<file path="config.mk">
export PLATFORM = sky130hd
export DESIGN_NAME = mbc3_bank_controller_rtc_top
export DESIGN_NICKNAME = d
export VERILOG_FILES = /design/src/sv/mbc3_rtc_pkg.sv /design/src/sv/mbc3_rtc_clock.sv /design/src/sv/mbc3_bank_controller_rtc_top.sv
export SDC_FILE = /design/constraint.sdc
export NUM_CORES = 1
export LEC_CHECK = 0
export BUFFER_PORTS_ARGS = -buffer_cell sky130_fd_sc_hd__buf_2
export CAP_MARGIN = 5
export CORE_UTILIZATION = 55
export DETAILED_ROUTE_END_ITERATION = 7
export PLACE_DENSITY_LB_ADDON = 0.12
export SYNTH_ARGS = -nofsm -noshare
export SYNTH_HDL_FRONTEND = slang
export SYNTH_SLANG_ARGS = --single-unit
</file>
<file path="constraint.sdc">
create_clock -name clk -period 4.2 [get_ports clk]
set_input_delay 0.42 -clock clk [delete_from_list [all_inputs] [get_ports clk]]
set_output_delay 0.42 -clock clk [all_outputs]
set_load 0.01 [all_outputs]
</file>
<file path="src/sv/mbc3_rtc_pkg.sv">
// Package for the MBC3 bank controller with real-time clock.
// Holds the operation and access codes, the clock command struct and small helpers.
// No dependencies; used by mbc3_rtc_clock and mbc3_bank_controller_rtc_top.
package mbc3_rtc_pkg;

	localparam logic [1:0] OP_READ   = 2'd0;
	localparam logic [1:0] OP_WRITE  = 2'd1;
	localparam logic [1:0] OP_TICK   = 2'd2;
	localparam logic [1:0] OP_UNUSED = 2'd3;

	typedef enum logic [2:0] {
		KIND_NONE      = 3'd0,
		KIND_ROM_READ  = 3'd1,
		KIND_RAM_READ  = 3'd2,
		KIND_RAM_WRITE = 3'd3,
		KIND_RTC_READ  = 3'd4,
		KIND_REG_WRITE = 3'd5
	} access_kind_t;

	localparam logic CFG_ROM_SIZE = 1'b0;
	localparam logic CFG_RAM_SIZE = 1'b1;

	localparam logic [2:0] ROM_SIZE_RESET = 3'd6;
	localparam logic [2:0] RAM_SIZE_RESET = 3'd3;

	localparam logic [2:0] RTC_SECONDS = 3'd0;
	localparam logic [2:0] RTC_MINUTES = 3'd1;
	localparam logic [2:0] RTC_HOURS   = 3'd2;
	localparam logic [2:0] RTC_DAY_LO  = 3'd3;
	localparam logic [2:0] RTC_DAY_HI  = 3'd4;
	localparam int unsigned RTC_REGS   = 5;

	localparam logic [7:0] RAM_ON_BYTE   = 8'h0A;
	localparam logic [7:0] SEL_RTC_FIRST = 8'h08;
	localparam logic [7:0] SEL_RTC_LAST  = 8'h0C;

	typedef struct packed {
		logic       tick;
		logic       rtc_we;
		logic [2:0] rtc_idx;
		logic [7:0] wr_data;
		logic       latch;
		logic [2:0] rd_idx;
	} clock_cmd_t;

	// Remainder by 60 of a byte, by restoring subtraction of 240, 120 and 60.
	function automatic logic [5:0] mod60(input logic [7:0] v);
		logic [7:0] r;
		r = v;
		if (r >= 8'd240) r = r - 8'd240;
		if (r >= 8'd120) r = r - 8'd120;
		if (r >= 8'd60)  r = r - 8'd60;
		return r[5:0];
	endfunction

	// Remainder by 24 of a byte, by restoring subtraction of 192, 96, 48 and 24.
	function automatic logic [4:0] mod24(input logic [7:0] v);
		logic [7:0] r;
		r = v;
		if (r >= 8'd192) r = r - 8'd192;
		if (r >= 8'd96)  r = r - 8'd96;
		if (r >= 8'd48)  r = r - 8'd48;
		if (r >= 8'd24)  r = r - 8'd24;
		return r[4:0];
	endfunction

	// Number of 8 KiB RAM banks that a RAM size code describes.
	function automatic logic [4:0] ram_code_banks(input logic [2:0] code);
		logic [4:0] b;
		case (code)
			3'd2:    b = 5'd1;
			3'd3:    b = 5'd4;
			3'd4:    b = 5'd16;
			3'd5:    b = 5'd8;
			default: b = 5'd0;
		endcase
		return b;
	endfunction

endpackage

</file>
<file path="src/sv/mbc3_rtc_clock.sv">
// Live real-time clock counters and the latched copy of the clock registers.
// Driven by a command struct from the top level; depends on mbc3_rtc_pkg.
// Seconds, minutes, hours, a 9-bit day counter with sticky carry, and halt.
module mbc3_rtc_clock (
	input  logic                     clk,
	input  logic                     arst_n,
	input  mbc3_rtc_pkg::clock_cmd_t cmd,
	output logic [7:0]               rd_data
);

	logic [5:0] sec_q;
	logic [5:0] min_q;
	logic [4:0] hour_q;
	logic [8:0] day_q;
	logic       carry_q;
	logic       halt_q;
	logic [7:0] latch_q [mbc3_rtc_pkg::RTC_REGS];

	logic       sec_wrap;
	logic       min_wrap;
	logic       hour_wrap;
	logic [5:0] sec_inc;
	logic [5:0] min_inc;
	logic [4:0] hour_inc;

	assign sec_inc   = sec_q + 6'd1;
	assign min_inc   = min_q + 6'd1;
	assign hour_inc  = hour_q + 5'd1;
	assign sec_wrap  = sec_inc >= 6'd60;
	assign min_wrap  = min_inc >= 6'd60;
	assign hour_wrap = hour_inc >= 5'd24;

	always_ff @(posedge clk or negedge arst_n) begin
		if (!arst_n) begin
			sec_q   <= '0;
			min_q   <= '0;
			hour_q  <= '0;
			day_q   <= '0;
			carry_q <= 1'b0;
			halt_q  <= 1'b0;
		end else if (cmd.tick && !halt_q) begin
			if (!sec_wrap) begin
				sec_q <= sec_inc;
			end else begin
				sec_q <= '0;
				if (!min_wrap) begin
					min_q <= min_inc;
				end else begin
					min_q <= '0;
					if (!hour_wrap) begin
						hour_q <= hour_inc;
					end else begin
						hour_q <= '0;
						day_q  <= day_q + 9'd1;
						if (day_q == 9'h1FF) begin
							carry_q <= 1'b1;
						end
					end
				end
			end
		end else if (cmd.rtc_we) begin
			unique case (cmd.rtc_idx)
				mbc3_rtc_pkg::RTC_SECONDS: sec_q  <= mbc3_rtc_pkg::mod60(cmd.wr_data);
				mbc3_rtc_pkg::RTC_MINUTES: min_q  <= mbc3_rtc_pkg::mod60(cmd.wr_data);
				mbc3_rtc_pkg::RTC_HOURS:   hour_q <= mbc3_rtc_pkg::mod24(cmd.wr_data);
				mbc3_rtc_pkg::RTC_DAY_LO:  day_q  <= {day_q[8], cmd.wr_data};
				default: begin
					day_q   <= {cmd.wr_data[0], day_q[7:0]};
					halt_q  <= cmd.wr_data[6];
					carry_q <= cmd.wr_data[7];
				end
			endcase
		end
	end

	always_ff @(posedge clk or negedge arst_n) begin
		if (!arst_n) begin
			for (int i = 0; i < mbc3_rtc_pkg::RTC_REGS; i++) begin
				latch_q[i] <= '0;
			end
		end else if (cmd.latch) begin
			latch_q[mbc3_rtc_pkg::RTC_SECONDS] <= {2'b00, sec_q};
			latch_q[mbc3_rtc_pkg::RTC_MINUTES] <= {2'b00, min_q};
			latch_q[mbc3_rtc_pkg::RTC_HOURS]   <= {3'b000, hour_q};
			latch_q[mbc3_rtc_pkg::RTC_DAY_LO]  <= day_q[7:0];
			latch_q[mbc3_rtc_pkg::RTC_DAY_HI]  <= {carry_q, halt_q, 5'b00000, day_q[8]};
		end
	end

	always_comb begin
		rd_data = latch_q[mbc3_rtc_pkg::RTC_DAY_HI];
		if (cmd.rd_idx < mbc3_rtc_pkg::RTC_DAY_HI) begin
			rd_data = latch_q[cmd.rd_idx];
		end
	end

endmodule

</file>
<file path="src/sv/mbc3_bank_controller_rtc_top.sv">
// MBC3 bank controller with real-time clock: top level. Depends on mbc3_rtc_pkg, mbc3_rtc_clock.
// Throughput: one item per cycle while m_tready lets results drain; an input register feeds
// one pass of decode and state update that lands in the result register.
// Reset clears the handshake state, the clock and the other bank registers, sets the
// ROM bank to 1, and loads the size registers with ROM code 6 and RAM code 3.
module mbc3_bank_controller_rtc_top #(
	parameter int unsigned RAM_BANKS     = 8,
	parameter int unsigned ROM_BANK_BITS = 7
) (
	input  logic        clk,
	input  logic        arst_n,
	input  logic        s_tvalid,
	output logic        s_tready,
	// Fields from bit 0: operation[1:0], address[17:2], data[25:18], zero fill.
	input  logic [31:0] s_tdata,
	output logic        m_tvalid,
	input  logic        m_tready,
	// Fields from bit 0: access_kind[2:0], rom_address[23:3], ram_address[39:24],
	// write_data[47:40], read_data[55:48].
	output logic [55:0] m_tdata,
	input  logic        cfg_we,
	input  logic        cfg_index,
	input  logic [2:0]  cfg_data
);

	localparam logic [4:0] RamCap = 5'(RAM_BANKS);
	localparam logic [6:0] BankMask = 7'((1 << ROM_BANK_BITS) - 1);

	logic [2:0] rom_size_q;
	logic [2:0] ram_size_q;

	logic        valid_s1;
	logic [1:0]  op_s1;
	logic [15:0] addr_s1;
	logic [7:0]  data_s1;
	logic        advance;

	logic                     ram_en_q;
	logic [ROM_BANK_BITS-1:0] rom_bank_q;
	logic [7:0]               sel_q;
	logic [7:0]               prev_latch_q;

	logic                     ram_en_d;
	logic [ROM_BANK_BITS-1:0] rom_bank_d;
	logic [7:0]               sel_d;
	logic [7:0]               prev_latch_d;

	mbc3_rtc_pkg::clock_cmd_t     cmd;
	mbc3_rtc_pkg::access_kind_t   kind;
	logic [7:0]                   rtc_rd_data;
	logic [20:0]                  rom_a;
	logic [15:0]                  ram_a;
	logic [7:0]                   wdat;
	logic [7:0]                   rdat;

	logic [8:0]                   bank_count;
	logic [8:0]                   bank_count_m1;
	logic [6:0]                   bank_wide;
	logic [6:0]                   bank_new;
	logic [4:0]                   ram_banks;
	logic [4:0]                   ram_limit;
	logic                         ram_window;

	always_ff @(posedge clk or negedge arst_n) begin
		if (!arst_n) begin
			rom_size_q <= mbc3_rtc_pkg::ROM_SIZE_RESET;
			ram_size_q <= mbc3_rtc_pkg::RAM_SIZE_RESET;
		end else if (cfg_we) begin
			unique case (cfg_index)
				mbc3_rtc_pkg::CFG_ROM_SIZE: rom_size_q <= cfg_data;
				default:                    ram_size_q <= cfg_data;
			endcase
		end
	end

	assign advance  = valid_s1 && (!m_tvalid || m_tready);
	assign s_tready = !valid_s1 || advance;

	always_ff @(posedge clk or negedge arst_n) begin
		if (!arst_n) begin
			valid_s1 <= 1'b0;
		end else if (s_tready) begin
			valid_s1 <= s_tvalid;
		end
	end

	always_ff @(posedge clk) begin
		if (s_tvalid && s_tready) begin
			op_s1   <= s_tdata[1:0];
			addr_s1 <= s_tdata[17:2];
			data_s1 <= s_tdata[25:18];
		end
	end

	assign bank_count    = 9'd2 << rom_size_q;
	assign bank_count_m1 = bank_count - 9'd1;
	assign bank_wide     = 7'(rom_bank_q);
	assign bank_new      = data_s1[6:0] & bank_count_m1[6:0] & BankMask;
	assign ram_banks     = mbc3_rtc_pkg::ram_code_banks(ram_size_q);
	assign ram_limit     = (ram_banks < RamCap) ? ram_banks : RamCap;
	assign ram_window    = (addr_s1[15:13] == 3'b101);

	always_comb begin
		kind         = mbc3_rtc_pkg::KIND_NONE;
		rom_a        = '0;
		ram_a        = '0;
		wdat         = '0;
		ram_en_d     = ram_en_q;
		rom_bank_d   = rom_bank_q;
		sel_d        = sel_q;
		prev_latch_d = prev_latch_q;
		cmd          = '0;
		cmd.wr_data  = data_s1;
		cmd.rd_idx   = sel_q[2:0];
		cmd.rtc_idx  = sel_q[2:0];

		if (op_s1 == mbc3_rtc_pkg::OP_TICK) begin
			cmd.tick = advance;
		end else if (op_s1 == mbc3_rtc_pkg::OP_READ && addr_s1[15:14] == 2'b00) begin
			kind  = mbc3_rtc_pkg::KIND_ROM_READ;
			rom_a = {7'd0, addr_s1[13:0]};
		end else if (op_s1 == mbc3_rtc_pkg::OP_READ && !addr_s1[15]) begin
			if ({2'b00, bank_wide} < bank_count) begin
				kind  = mbc3_rtc_pkg::KIND_ROM_READ;
				rom_a = {bank_wide, addr_s1[13:0]};
			end
		end else if (op_s1 == mbc3_rtc_pkg::OP_WRITE && !addr_s1[15]) begin
			kind = mbc3_rtc_pkg::KIND_REG_WRITE;
			unique case (addr_s1[14:13])
				2'b00: begin
					if (data_s1 == mbc3_rtc_pkg::RAM_ON_BYTE) begin
						ram_en_d = 1'b1;
					end else if (data_s1 == 8'h00) begin
						ram_en_d = 1'b0;
					end
				end
				2'b01: begin
					rom_bank_d = (bank_new == 7'd0) ? ROM_BANK_BITS'(1) :
						bank_new[ROM_BANK_BITS-1:0];
				end
				2'b10: begin
					sel_d = data_s1;
				end
				default: begin
					cmd.latch    = advance && prev_latch_q == 8'h00 && data_s1 == 8'h01;
					prev_latch_d = data_s1;
				end
			endcase
		end else if (!op_s1[1] && ram_window && ram_en_q) begin
			if (sel_q[7:3] == 5'd0) begin
				if ({2'b00, sel_q[2:0]} < ram_limit) begin
					ram_a = {sel_q[2:0], addr_s1[12:0]};
					if (op_s1 == mbc3_rtc_pkg::OP_READ) begin
						kind = mbc3_rtc_pkg::KIND_RAM_READ;
					end else begin
						kind = mbc3_rtc_pkg::KIND_RAM_WRITE;
						wdat = data_s1;
					end
				end
			end else if (sel_q <= mbc3_rtc_pkg::SEL_RTC_LAST) begin
				if (op_s1 == mbc3_rtc_pkg::OP_READ) begin
					kind = mbc3_rtc_pkg::KIND_RTC_READ;
				end else begin
					kind       = mbc3_rtc_pkg::KIND_REG_WRITE;
					cmd.rtc_we = advance;
				end
			end
		end

		rdat = 8'h00;
		if (kind == mbc3_rtc_pkg::KIND_NONE) begin
			rdat = 8'hFF;
		end else if (kind == mbc3_rtc_pkg::KIND_RTC_READ) begin
			rdat = rtc_rd_data;
		end
	end

	mbc3_rtc_clock u_clock (
		.clk     (clk),
		.arst_n  (arst_n),
		.cmd     (cmd),
		.rd_data (rtc_rd_data)
	);

	always_ff @(posedge clk or negedge arst_n) begin
		if (!arst_n) begin
			ram_en_q     <= 1'b0;
			rom_bank_q   <= ROM_BANK_BITS'(1);
			sel_q        <= '0;
			prev_latch_q <= '0;
		end else if (advance) begin
			ram_en_q     <= ram_en_d;
			rom_bank_q   <= rom_bank_d;
			sel_q        <= sel_d;
			prev_latch_q <= prev_latch_d;
		end
	end

	always_ff @(posedge clk or negedge arst_n) begin
		if (!arst_n) begin
			m_tvalid <= 1'b0;
		end else if (advance) begin
			m_tvalid <= 1'b1;
		end else if (m_tready) begin
			m_tvalid <= 1'b0;
		end
	end

	always_ff @(posedge clk) begin
		if (advance) begin
			m_tdata <= {rdat, wdat, ram_a, rom_a, kind};
		end
	end

endmodule
</file>
# ---- Yosys cells after proc, flatten, opt, wreduce, memory -nomap -nowiden
# Cells that the tools add are included.
dict set report word_totals {
  mem_bits_rw 0
  output_inout_bits 58
  inputBits 41
  romBits 0
  memories 0
  reg_bits 170
  latch_bits 0
}
dict set report op_classes {
  magnitude_cmp 18
  n_addsub 14
  shifts 1
  muxes 98
  div_mod_pow 0
  multipliers 0
  n_eq_ne 23
  reduce_logical 52
  bitwise_logic 13
}
# cell n
set op_table {}
lappend op_table {{$mux 8} 31}
lappend op_table {{$mux 6} 11}
lappend op_table {{$mux 9} 5}
lappend op_table {{$mux 14} 3}
lappend op_table {{$mux 5} 8}
lappend op_table {{$reduce_and 6->1} 6}
lappend op_table {{$mux 1} 28}
lappend op_table {{$bmux 8 s3} 1}
lappend op_table {{$ge 8x6->1 const B} 3}
lappend op_table {{$ge 8x7->1 const B} 3}
lappend op_table {{$sub 8x7->8 const B} 3}
lappend op_table {{$mux 3} 7}
lappend op_table {{$pmux 5 s4} 1}
lappend op_table {{$pmux 9 s2} 1}
lappend op_table {{$ge 8x8->1 const B} 2}
lappend op_table {{$logic_not 8->1} 2}
lappend op_table {{$sub 8x8->8 const B} 2}
lappend op_table {{$reduce_bool 2->1} 7}
lappend op_table {{$add 6x1->6 const B} 2}
lappend op_table {{$eq 3x2->1 const B} 4}
lappend op_table {{$eq 3x3->1 const B} 4}
lappend op_table {{$ge 6x6->1 const B} 2}
lappend op_table {{$ne 2x1->1 const B} 6}
lappend op_table {{$sub 6x6->6 const B} 2}
lappend op_table {{other kinds (41)} 75}

# ---- Longest topological paths before layout
# Gate-level depths: netlist of run 1.
dict set report depth {
  ltp_word 28
  mapped_depth 16
  ltp_nobuf 15
}

# ---- Hierarchy
# Synthesis of run 1 repeated with hierarchy kept, for this count alone.
dict set report hier_totals {
  hier_cells 742
  area_unflattened_um2 8729.6
}
# module seq_area_each_um2 area_each_um2 cells_per_inst n_inst
set modules_own_cells {}
lappend modules_own_cells {mbc3_bank_controller_rtc_top 3269.4 4718.3 314 1}
lappend modules_own_cells {mbc3_rtc_clock 1401.3 4011.3 428 1}

# ---- Worst setup path after synthesis of run 1
# No wires, ideal clock.
dict set report synth_timing {
  kind {register to register}
  from {register data_s1[7]}
  to {register u_clock.hour_q[3]}
  arrival_ps 3160
  slack_ps 954
  period_less_slack_ps 3246
  stages_incl_launch_ff 17
  t_required_ps 4113
  setup_time_ps 87
  path_buffers 1
  path_cell_list {edfxtp_1 -> buf_2 -> nand2b_1 -> inv_1 -> ha_1 -> or3b_1 -> o21ai_0 -> o21ai_0 -> nand2_1 -> ha_1 -> a21oi_1 -> o21ai_0 -> a32oi_1 -> a311o_1 -> a32oi_1 -> mux2_2 -> o211ai_1}
}
dict set report synth_via {
  elab_chain_cells 20
}
# item line_no
set synth_lines {}
lappend synth_lines {{start: declaration} mbc3_bank_controller_rtc_top.sv:35} ;# logic [7:0] data_s1;
lappend synth_lines {{start signal: assignment} mbc3_bank_controller_rtc_top.sv:91} ;# data_s1 <= s_tdata[25:18];
lappend synth_lines {{$sub 8x8->8 or $ge 8x8->1 (tied branches)} mbc3_rtc_pkg.sv:60} ;# if (r >= 8'd192) r = r - 8'd192;
lappend synth_lines {{$mux 8 (*)} mbc3_rtc_pkg.sv:60}
lappend synth_lines {{$mux 8 (*)} mbc3_rtc_clock.sv:62} ;# unique case (cmd.rtc_idx)
lappend synth_lines {{$mux 8 (*)} mbc3_rtc_clock.sv:61} ;# end else if (cmd.rtc_we) begin
lappend synth_lines {{$mux 8 (*)} mbc3_rtc_clock.sv:41} ;# end else if (cmd.tick && !halt_q) begin
lappend synth_lines {{$sub 8x7->8 or $ge 8x7->1 (tied branches)} mbc3_rtc_pkg.sv:61} ;# if (r >= 8'd96) r = r - 8'd96;
lappend synth_lines {{$mux 8 (*)} mbc3_rtc_pkg.sv:61}
lappend synth_lines {{$mux 8 (*)} mbc3_rtc_clock.sv:62}
lappend synth_lines {{[4 not listed]} --}
lappend synth_lines {{$mux 8 (*)} mbc3_rtc_clock.sv:62}
lappend synth_lines {{$mux 8 (*)} mbc3_rtc_clock.sv:61}
lappend synth_lines {{$mux 8 (*)} mbc3_rtc_clock.sv:41}
lappend synth_lines {{$ge 8x5->1 or $sub 5x5->5 (tied branches)} mbc3_rtc_pkg.sv:63} ;# if (r >= 8'd24) r = r - 8'd24;
lappend synth_lines {{$mux 5 (*)} mbc3_rtc_pkg.sv:63}
lappend synth_lines {{$mux 5 (*)} mbc3_rtc_clock.sv:62}
lappend synth_lines {{$mux 5 (*)} mbc3_rtc_clock.sv:61}
lappend synth_lines {{$mux 5 (*)} mbc3_rtc_clock.sv:41}
lappend synth_lines {{end signal: assignment} mbc3_rtc_clock.sv:51} ;# hour_q <= hour_inc;
lappend synth_lines {{end signal: assignment} mbc3_rtc_clock.sv:65} ;# mbc3_rtc_pkg::RTC_HOURS: hour_q <= mbc3_rtc_pkg::mod24(cmd.wr_data);
lappend synth_lines {{end: declaration} mbc3_rtc_clock.sv:13} ;# logic [4:0] hour_q;
# Every way passes the cells marked *; elsewhere a longest branch is shown, timed or not. The select of a mux whose other input is x is not followed.
# A chain may end at the register's enable or synchronous reset.

# ---- Worst setup path after layout of run 1
dict set report layout_timing {
  from {register data_s1[5]}
  to {register u_clock.sec_q[2]}
}
dict set report layout_via {
  elab_chain_cells 15
}
# item line_no
set layout_lines {}
lappend layout_lines {{$sub 8x8->8 or $ge 8x8->1 (tied branches)} mbc3_rtc_pkg.sv:50} ;# if (r >= 8'd240) r = r - 8'd240;
lappend layout_lines {{$mux 8 (*)} mbc3_rtc_pkg.sv:50}
lappend layout_lines {{$mux 8 (*)} mbc3_rtc_clock.sv:62}
lappend layout_lines {{$mux 8 (*)} mbc3_rtc_clock.sv:61}
lappend layout_lines {{$mux 8 (*)} mbc3_rtc_clock.sv:41}
lappend layout_lines {{$sub 8x7->8 or $ge 8x7->1 (tied branches)} mbc3_rtc_pkg.sv:51} ;# if (r >= 8'd120) r = r - 8'd120;
lappend layout_lines {{$mux 8 (*)} mbc3_rtc_pkg.sv:51}
lappend layout_lines {{$mux 8 (*)} mbc3_rtc_clock.sv:62}
lappend layout_lines {{$mux 8 (*)} mbc3_rtc_clock.sv:61}
lappend layout_lines {{$mux 8 (*)} mbc3_rtc_clock.sv:41}
lappend layout_lines {{$ge 8x6->1 or $sub 6x6->6 (tied branches)} mbc3_rtc_pkg.sv:52} ;# if (r >= 8'd60) r = r - 8'd60;
lappend layout_lines {{$mux 6 (*)} mbc3_rtc_pkg.sv:52}
lappend layout_lines {{$mux 6 (*)} mbc3_rtc_clock.sv:62}
lappend layout_lines {{$mux 6 (*)} mbc3_rtc_clock.sv:61}
lappend layout_lines {{$mux 6 (*)} mbc3_rtc_clock.sv:41}
lappend layout_lines {{end signal: assignment} mbc3_rtc_clock.sv:43} ;# sec_q <= sec_inc;
lappend layout_lines {{end signal: assignment} mbc3_rtc_clock.sv:63} ;# mbc3_rtc_pkg::RTC_SECONDS: sec_q <= mbc3_rtc_pkg::mod60(cmd.wr_data);
lappend layout_lines {{end: declaration} mbc3_rtc_clock.sv:11} ;# logic [5:0] sec_q;
# Marks and branches as above.

==> impl_metrics.ini, run 1 <==
[status]
run_status = finished, final reports clean

[clocking]
clk_transition_reported_paths_ns = 0.07
clock_tree.buffer_depth = 2
cts_hold_repair.buffers = 0
worstSkewPairLatency_ns = 0.43
number_of_levels_in_the_clock_h_tree = 4
clock_sink_count = 170
tritoncts.num_buffers = 17
cts_repair_resize_count = 0
cts_root_buf = sky130_fd_sc_hd__clkbuf_16
post-cts-setup-buffer-count = 0
cts_tree = built

[die]
floorplan.initialDensity_pct = 57.3
num_io_pins = 99
floorplan.die.height_um = 126
core_area_um2 = 14800
std_cell_rows = 44
design.die.area_um2 = 15900
dieWidth_um = 126

[worst_setup_path]
timing.critical_path.from_type = flop
worst_ep_required_time_ns = 4.49
critical_path.endpoint_type = flop
critical_path_class = reg2reg
worstPathArrival_ns = 3.97
crit_fanout = 8

[sta]
finalWorstSetupSlack_ns = 0.527
rsz0062_at_grt = false
final.period_utilization_pct = 87.5
finalCriticalPeriod_ns = 3.67
timing.final.setup_violations = 0
hold_violations = 0
clock_skew_ns = 0.00743
max_slew_margin_pct = 21.4
finalSetupTns_ns = 0
slew_viol_final = 0
transition_time_at_the_pin_with_the_least_slew_margin_ns = 1.18
fmax_mhz = 272

[finish]
instances_no_fill = 1022
final_design_area_no_fill_um2 = 9660
areaGrowthSynthToFinish_pct = 14.3
antenna_cells_inserted = 0
filler_cell_count = 1138
finish.net_count = 885
final_layout_size_suffix_gt1_share_pct = 25.4

[yosys]
yosysWarnings = 0
number_of_enable_flip_flop_cells_after_synthesis = 82
yosysUniqueCellTypes = 73
synthCells = 735
synthesized_net_count = 795
netlist_area_um2 = 8450
syn-mean-instance-area_um2 = 11.5
async_reset_ff_share_pct = 51.8
synth-seq-cells = 170
synth-main-ff-cell = sky130_fd_sc_hd__dfrtp_1
synth-seq-area-share_pct = 55.3

[global_routing]
grt_remaining_overflow = 0
grt.total_usage_pct = 24.7
antenna_found_initial = 0
via_count_of_the_first_global_routing_pass = 5905
pin_count_of_the_biggest_net_entering_global_routing = 64
grt_pass1_wl_um = 30500

[flow_run]
drv_cap = 0

[placed_design]
placedInstanceArea_um2 = 9070
port_buffers = 92
dp_hpwl_um = 13200
number_of_cells_in_the_design_after_placement = 990
preCtsSetupSlack_ns = 0.576
routabilityCongestion = 0.901

[power]
p_leak_uw = 0.00412
powerDensity_nw_per_um2 = 423
power.ir.vdd_worst_mv = 0.322

[drt]
routed-via-count = 6218
detail_route.drc_violations = 0
drtIter0Drc = 382
dr.pass1.iters = 5
finalWirelength_um = 18900
vias_per_instance = 6.08
avg_wl_per_cell_um = 18.5
ant_nets = 0

[worst_hold_path]
holdCritPathClass = in2async
Yosys cell counts (6+ instances only):
cell type	n	area [um^2]
sky130_fd_sc_hd__nor3_1	15	75.1
sky130_fd_sc_hd__and2_1	52	325
sky130_fd_sc_hd__mux2_2	55	619
sky130_fd_sc_hd__o21ai_0	38	190
sky130_fd_sc_hd__ha_1	19	238
sky130_fd_sc_hd__dfrtp_1	83	2080
sky130_fd_sc_hd__inv_1	18	67.6
sky130_fd_sc_hd__nand2_1	58	218
sky130_fd_sc_hd__nand3_1	24	120
sky130_fd_sc_hd__a21oi_1	37	185
sky130_fd_sc_hd__a22oi_1	6	45.0
sky130_fd_sc_hd__edfxtp_1	82	2460
sky130_fd_sc_hd__nand2b_1	12	75.1
sky130_fd_sc_hd__o21ai_1	10	50.1
sky130_fd_sc_hd__and3_1	11	68.8
sky130_fd_sc_hd__a32oi_1	7	61.3
sky130_fd_sc_hd__mux2i_1	6	60.1
sky130_fd_sc_hd__a31oi_1	6	37.5
sky130_fd_sc_hd__nand4_1	8	50.1
sky130_fd_sc_hd__nor2_1	36	135
sky130_fd_sc_hd__clkbuf_1	20	75.1
sky130_fd_sc_hd__nor2b_1	8	50.1
sky130_fd_sc_hd__or3_1	6	37.5
sky130_fd_sc_hd__o22ai_1	7	43.8
sky130_fd_sc_hd__nor4_1	7	43.8
sky130_fd_sc_hd__buf_2	6	30.0
layout by cell type (no fill, tap or decap), types with 17 or more instances in the layout:
| master | instances |
|---|---|
| sky130_fd_sc_hd__clkbuf_16 | 17 |
| sky130_fd_sc_hd__o21ai_0 | 38 |
| sky130_fd_sc_hd__inv_1 | 17 |
| sky130_fd_sc_hd__and2_1 | 52 |
| sky130_fd_sc_hd__a21oi_1 | 37 |
| sky130_fd_sc_hd__nand3_1 | 24 |
| sky130_fd_sc_hd__edfxtp_1 | 82 |
| sky130_fd_sc_hd__buf_2 | 91 |
| sky130_fd_sc_hd__dfrtp_1 | 83 |
| sky130_fd_sc_hd__nand2_1 | 58 |
| sky130_fd_sc_hd__mux2_2 | 55 |
| sky130_fd_sc_hd__ha_1 | 19 |
| sky130_fd_sc_hd__nor2_1 | 36 |
power by group:
group | switching, uW | total [uW] | internal [uW] | leakage [uW]
clock network | 702 | 1540 | 843 | 0.000289
registers | 132 | 2020 | 1890 | 0.00197
logic | 297 | 523 | 226 | 0.00186
through the flow:
step	power [uW]	util, %	hold slack [ns]
floorplan	2380	-	0.124
global placement	2540	61.5	0.469
detailed placement	2570	61.5	0.483
CTS	4110	65.5	0.115
global route	4250	65.5	0.134
finish	4090	65.5	0.0737
kinds of logic (layout without fill, tap and decap cells):
kind of cell | after synthesis | in the layout | synth area share (%)
AO/OA/AOI/OAI | 156 | 156 | 12.0
XOR/XNOR | 9 | 9 | 0.933
adder cells (fa/ha/maj) | 19 | 19 | 2.81
buffers and inverters | 50 | 153 | 2.58
flip-flops | 170 | 170 | 55.3
multiplexers | 66 | 66 | 9.37
AND/OR/NAND/NOR | 265 | 265 | 17.0
sequential cells by signal (all words and copies together), names as in the netlist, 5 cells and up:
| register | cells |
|---|---|
| u_clock.min_q | 6 |
| u_clock.latch_q | 28 |
| u_clock.hour_q | 5 |
| bank_wide | 7 |
| m_tdata | 56 |
| u_clock.day_q | 9 |
| sel_q | 8 |
| data_s1 | 8 |
| u_clock.sec_q | 6 |
| prev_latch_q | 8 |
| addr_s1 | 16 |
worst max-delay path: stages, from the launching register on:
cell                       delay [ns]
sky130_fd_sc_hd__edfxtp_1        0.50
sky130_fd_sc_hd__ha_1            0.29
sky130_fd_sc_hd__nand3_1         0.26
sky130_fd_sc_hd__xnor2_1         0.27
sky130_fd_sc_hd__ha_1            0.28
sky130_fd_sc_hd__nand2_1         0.14
sky130_fd_sc_hd__or3_1           0.35
sky130_fd_sc_hd__a21oi_1         0.23
sky130_fd_sc_hd__a21o_1          0.15
sky130_fd_sc_hd__ha_1            0.24
sky130_fd_sc_hd__o311ai_2        0.19
sky130_fd_sc_hd__o21bai_1        0.23
sky130_fd_sc_hd__and3_1          0.19
sky130_fd_sc_hd__o21ai_1         0.13
sky130_fd_sc_hd__o21ai_0         0.10
final cells by class:
class                           count  area (um^2)  share of cell area, %
Tap cell                          184          230                   2.38
Clock buffer                       17          425                   4.40
Multi-Input combinational cell    515         3560                   36.9
Inverter                           18         67.6                  0.700
Clock inverter                     15          158                   1.63
Timing Repair Buffer              103          546                   5.65
Sequential cell                   170         4670                   48.4
path summary, 6_finish.rpt:
path,from,endpoint,slack [ns],depth (start not counted)
max,data_s1[5]$_DFFE_PP_,u_clock.sec_q[2]$_DFFE_PN0P_,0.53,14
min,arst_n,prev_latch_q[1]$_DFFE_PN0P_,0.07,1
max reg2reg,data_s1[5]$_DFFE_PP_,u_clock.sec_q[2]$_DFFE_PN0P_,0.53,14
min reg2reg,bank_wide[0]$_DFFE_PN1P_,bank_wide[0]$_DFFE_PN1P_,0.49,2
max in group asynchronous,arst_n,u_clock.latch_q[10]$_DFFE_PN0P_,3.24,2
min in group clk,s_tdata[21],data_s1[3]$_DFFE_PP_,0.16,1
routing by layer:
layer / GRT usage, % / wire length (um)
met2: 39.1 / 8960
met4: 9.36 / 437
met3: 4.76 / 1050
met1: 34.1 / 8420
met5: 0 / 0
Note: power is estimated with default switching activity, not from simulation.
==> run 2: changes to the inputs <==
--- a/config.mk
+++ b/config.mk
@@ -10,6 +10,7 @@
 export CORE_UTILIZATION = 55
 export DETAILED_ROUTE_END_ITERATION = 7
 export PLACE_DENSITY_LB_ADDON = 0.12
+export RECOVER_POWER = 50
 export SYNTH_ARGS = -nofsm -noshare
 export SYNTH_HDL_FRONTEND = slang
 export SYNTH_SLANG_ARGS = --single-unit
==> run 2 against run 1 <==
- the flow now finishes with violations (capacitance limit, slew limit)
- critical path depth unchanged
- register-to-register slack hardly changed
- setup slack better by 0.0035 ns
- first-iteration DRC count up 6.3%
- cell area decreased by 0.83%
- sequential share of layout area increased by 0.40 points
- die area stayed put
- via count decreased by 0.27%
- clock skew grew 0.0014 ns
- global-route usage unchanged
- non-clock buffer count unchanged
- largest power group unchanged
==> impl_metrics.ini, run 2 (synthesized netlist as in run 1, its figures left out) <==
[status]
run_status = finished, violations left
failed_checks = capacitance limit, slew limit

[clocking]
worstSkewPairLatency_ns = 0.43
tritoncts.num_buffers = 17
post-cts-setup-buffer-count = 0
clk_transition_reported_paths_ns = 0.07
clock_tree.buffer_depth = 2
cts_tree = built
cts_hold_repair.buffers = 0
cts_repair_resize_count = 0
number_of_levels_in_the_clock_h_tree = 4
cts_root_buf = sky130_fd_sc_hd__clkbuf_16
clock_sink_count = 170

[power]
power.ir.vdd_worst_mv = 0.323
power.share.combinational_pct = 12.5
power.sequential.fraction_pct = 49.5
switching_power_uw = 1130
power.share.clock_pct = 37.9
sw_frac_of_total_pct = 27.8
powerDensity_nw_per_um2 = 426
p_leak_uw = 0.00393
power.internal_uw = 2940

[global_routing]
pin_count_of_the_biggest_net_entering_global_routing = 64
grt.total_usage_pct = 24.7
antenna_found_initial = 0
grt_remaining_overflow = 0
via_count_of_the_first_global_routing_pass = 5905
grt_pass1_wl_um = 30500

[sta]
transition_time_at_the_pin_with_the_least_slew_margin_ns = 3.48
final.period_utilization_pct = 87.4
clock_skew_ns = 0.00886
fmax_mhz = 273
hold_violations = 0
timing.final.setup_violations = 0
rsz0062_at_grt = false
finalSetupTns_ns = 0
max_slew_margin_pct = -132
finalCriticalPeriod_ns = 3.67
slew_viol_final = 64

[drt]
detail_route.drc_violations = 0
dr.pass1.iters = 5
vias_per_instance = 6.07
finalWirelength_um = 19000
avg_wl_per_cell_um = 18.5
ant_nets = 0
drtIter0Drc = 406
routed-via-count = 6201

[finish]
finish.net_count = 885
instances_no_fill = 1022
largest_register_ffs = 56
final_cell_mix = sky130_fd_sc_hd__dfrtp_1, sky130_fd_sc_hd__edfxtp_1, sky130_fd_sc_hd__clkbuf_1
postLayoutCoreUtil_pct = 64.9
antenna_cells_inserted = 0
final_layout_size_suffix_gt1_share_pct = 17.8
areaGrowthSynthToFinish_pct = 13.4
regMostFlops = m_tdata
reg.largest.list = m_tdata (56), u_clock.latch_q (28), addr_s1 (16)
layout_commonest_cell = sky130_fd_sc_hd__dfrtp_1

[worst_setup_path]
critical-path-max-stage-delay_ns = 0.50
timing.critical_path.from_type = flop
worstPathArrival_ns = 3.97
critical_path.slowest_cell = sky130_fd_sc_hd__edfxtp_1
regToRegStartpoint = data_s1[5]$_DFFE_PP_
critical_path_start = data_s1[5]$_DFFE_PP_
critical_path_class = reg2reg
worst_ep_required_time_ns = 4.50
worstPathCellList = ha_1 > nand3_1 > xnor2_1 > ha_1 > nand2_1 > or3_1 > a21oi_1 > a21o_1 > ha_1 > o311ai_2 > o21bai_1 > and3_1 > o21ai_1 > o21ai_0
worst_path_dominant_cell_family = compound AO/OA/AOI/OAI gates
critPathMostFrequentCell = sky130_fd_sc_hd__ha_1
critical_path.endpoint_type = flop
crit_fanout = 8
cp.buffers_inverters = 0

[placed_design]
routabilityCongestion = 0.901
number_of_cells_in_the_design_after_placement = 990
dp_hpwl_um = 13200
port_buffers = 92

[die]
dieWidth_um = 126
num_io_pins = 99
floorplan.initialDensity_pct = 57.3
design.die.area_um2 = 15900
floorplan.die.height_um = 126
core_area_um2 = 14800
std_cell_rows = 44

[flow_run]
drv_cap = 1

[worst_hold_path]
holdCritPathClass = in2reg
hold_path.startpoint = s_tdata[21]
run 2: through the flow:
stage	area, um^2	total power [uW]	setup WS (ns)	hold WS (ns)
final	9580	4080	0.531	0.161
after CTS	9660	4110	0.561	0.115
after global placement	9070	2540	0.791	0.469
after global routing	9580	4240	0.246	0.147
after floorplan	8450	2380	0.954	0.124
after detailed placement	9070	2570	0.576	0.483
run 2: layer usage:
| layer | wire length (um) | track usage [%] |
|---|---|---|
| met5 | 0 | 0 |
| met4 | 435 | 9.36 |
| met3 | 981 | 4.76 |
| met2 | 9020 | 39.1 |
| met1 | 8520 | 34.1 |
run 2: cell type report:
class                   count  area, um^2
flip-flops and latches    170        4670
well taps                 184         230
multi-input cells         515        3560
clock inverters            15         158
inverters                  18        67.6
repair buffers            103         465
fillers                  1180        5180
clock buffers              17         425
run 2: power groups by stage:
| stage | clock network [uW] | registers (uW) | logic (uW) |
|---|---|---|---|
| 5_1_grt | 1630 | 2040 | 569 |
| 6_report | 1550 | 2020 | 512 |
| 3_3_place_gp | 0 | 2040 | 503 |
| 2_1_floorplan | 0 | 2010 | 366 |
| 4_1_cts | 1570 | 2020 | 523 |
| 3_5_place_dp | 0 | 2050 | 519 |
run 2: worst paths after layout:
kind                                              endpoint  slack [ns]  cells past startpoint
setup / recovery              u_clock.sec_q[2]$_DFFE_PN0P_        0.53                     14
hold reg to reg                   bank_wide[0]$_DFFE_PN1P_        0.49                      2
setup reg to reg              u_clock.sec_q[2]$_DFFE_PN0P_        0.53                     14
max in group asynchronous  u_clock.latch_q[10]$_DFFE_PN0P_        0.95                      2
hold / removal                        data_s1[3]$_DFFE_PP_        0.16                      1
min in group asynchronous      prev_latch_q[1]$_DFFE_PN0P_        1.15                      1
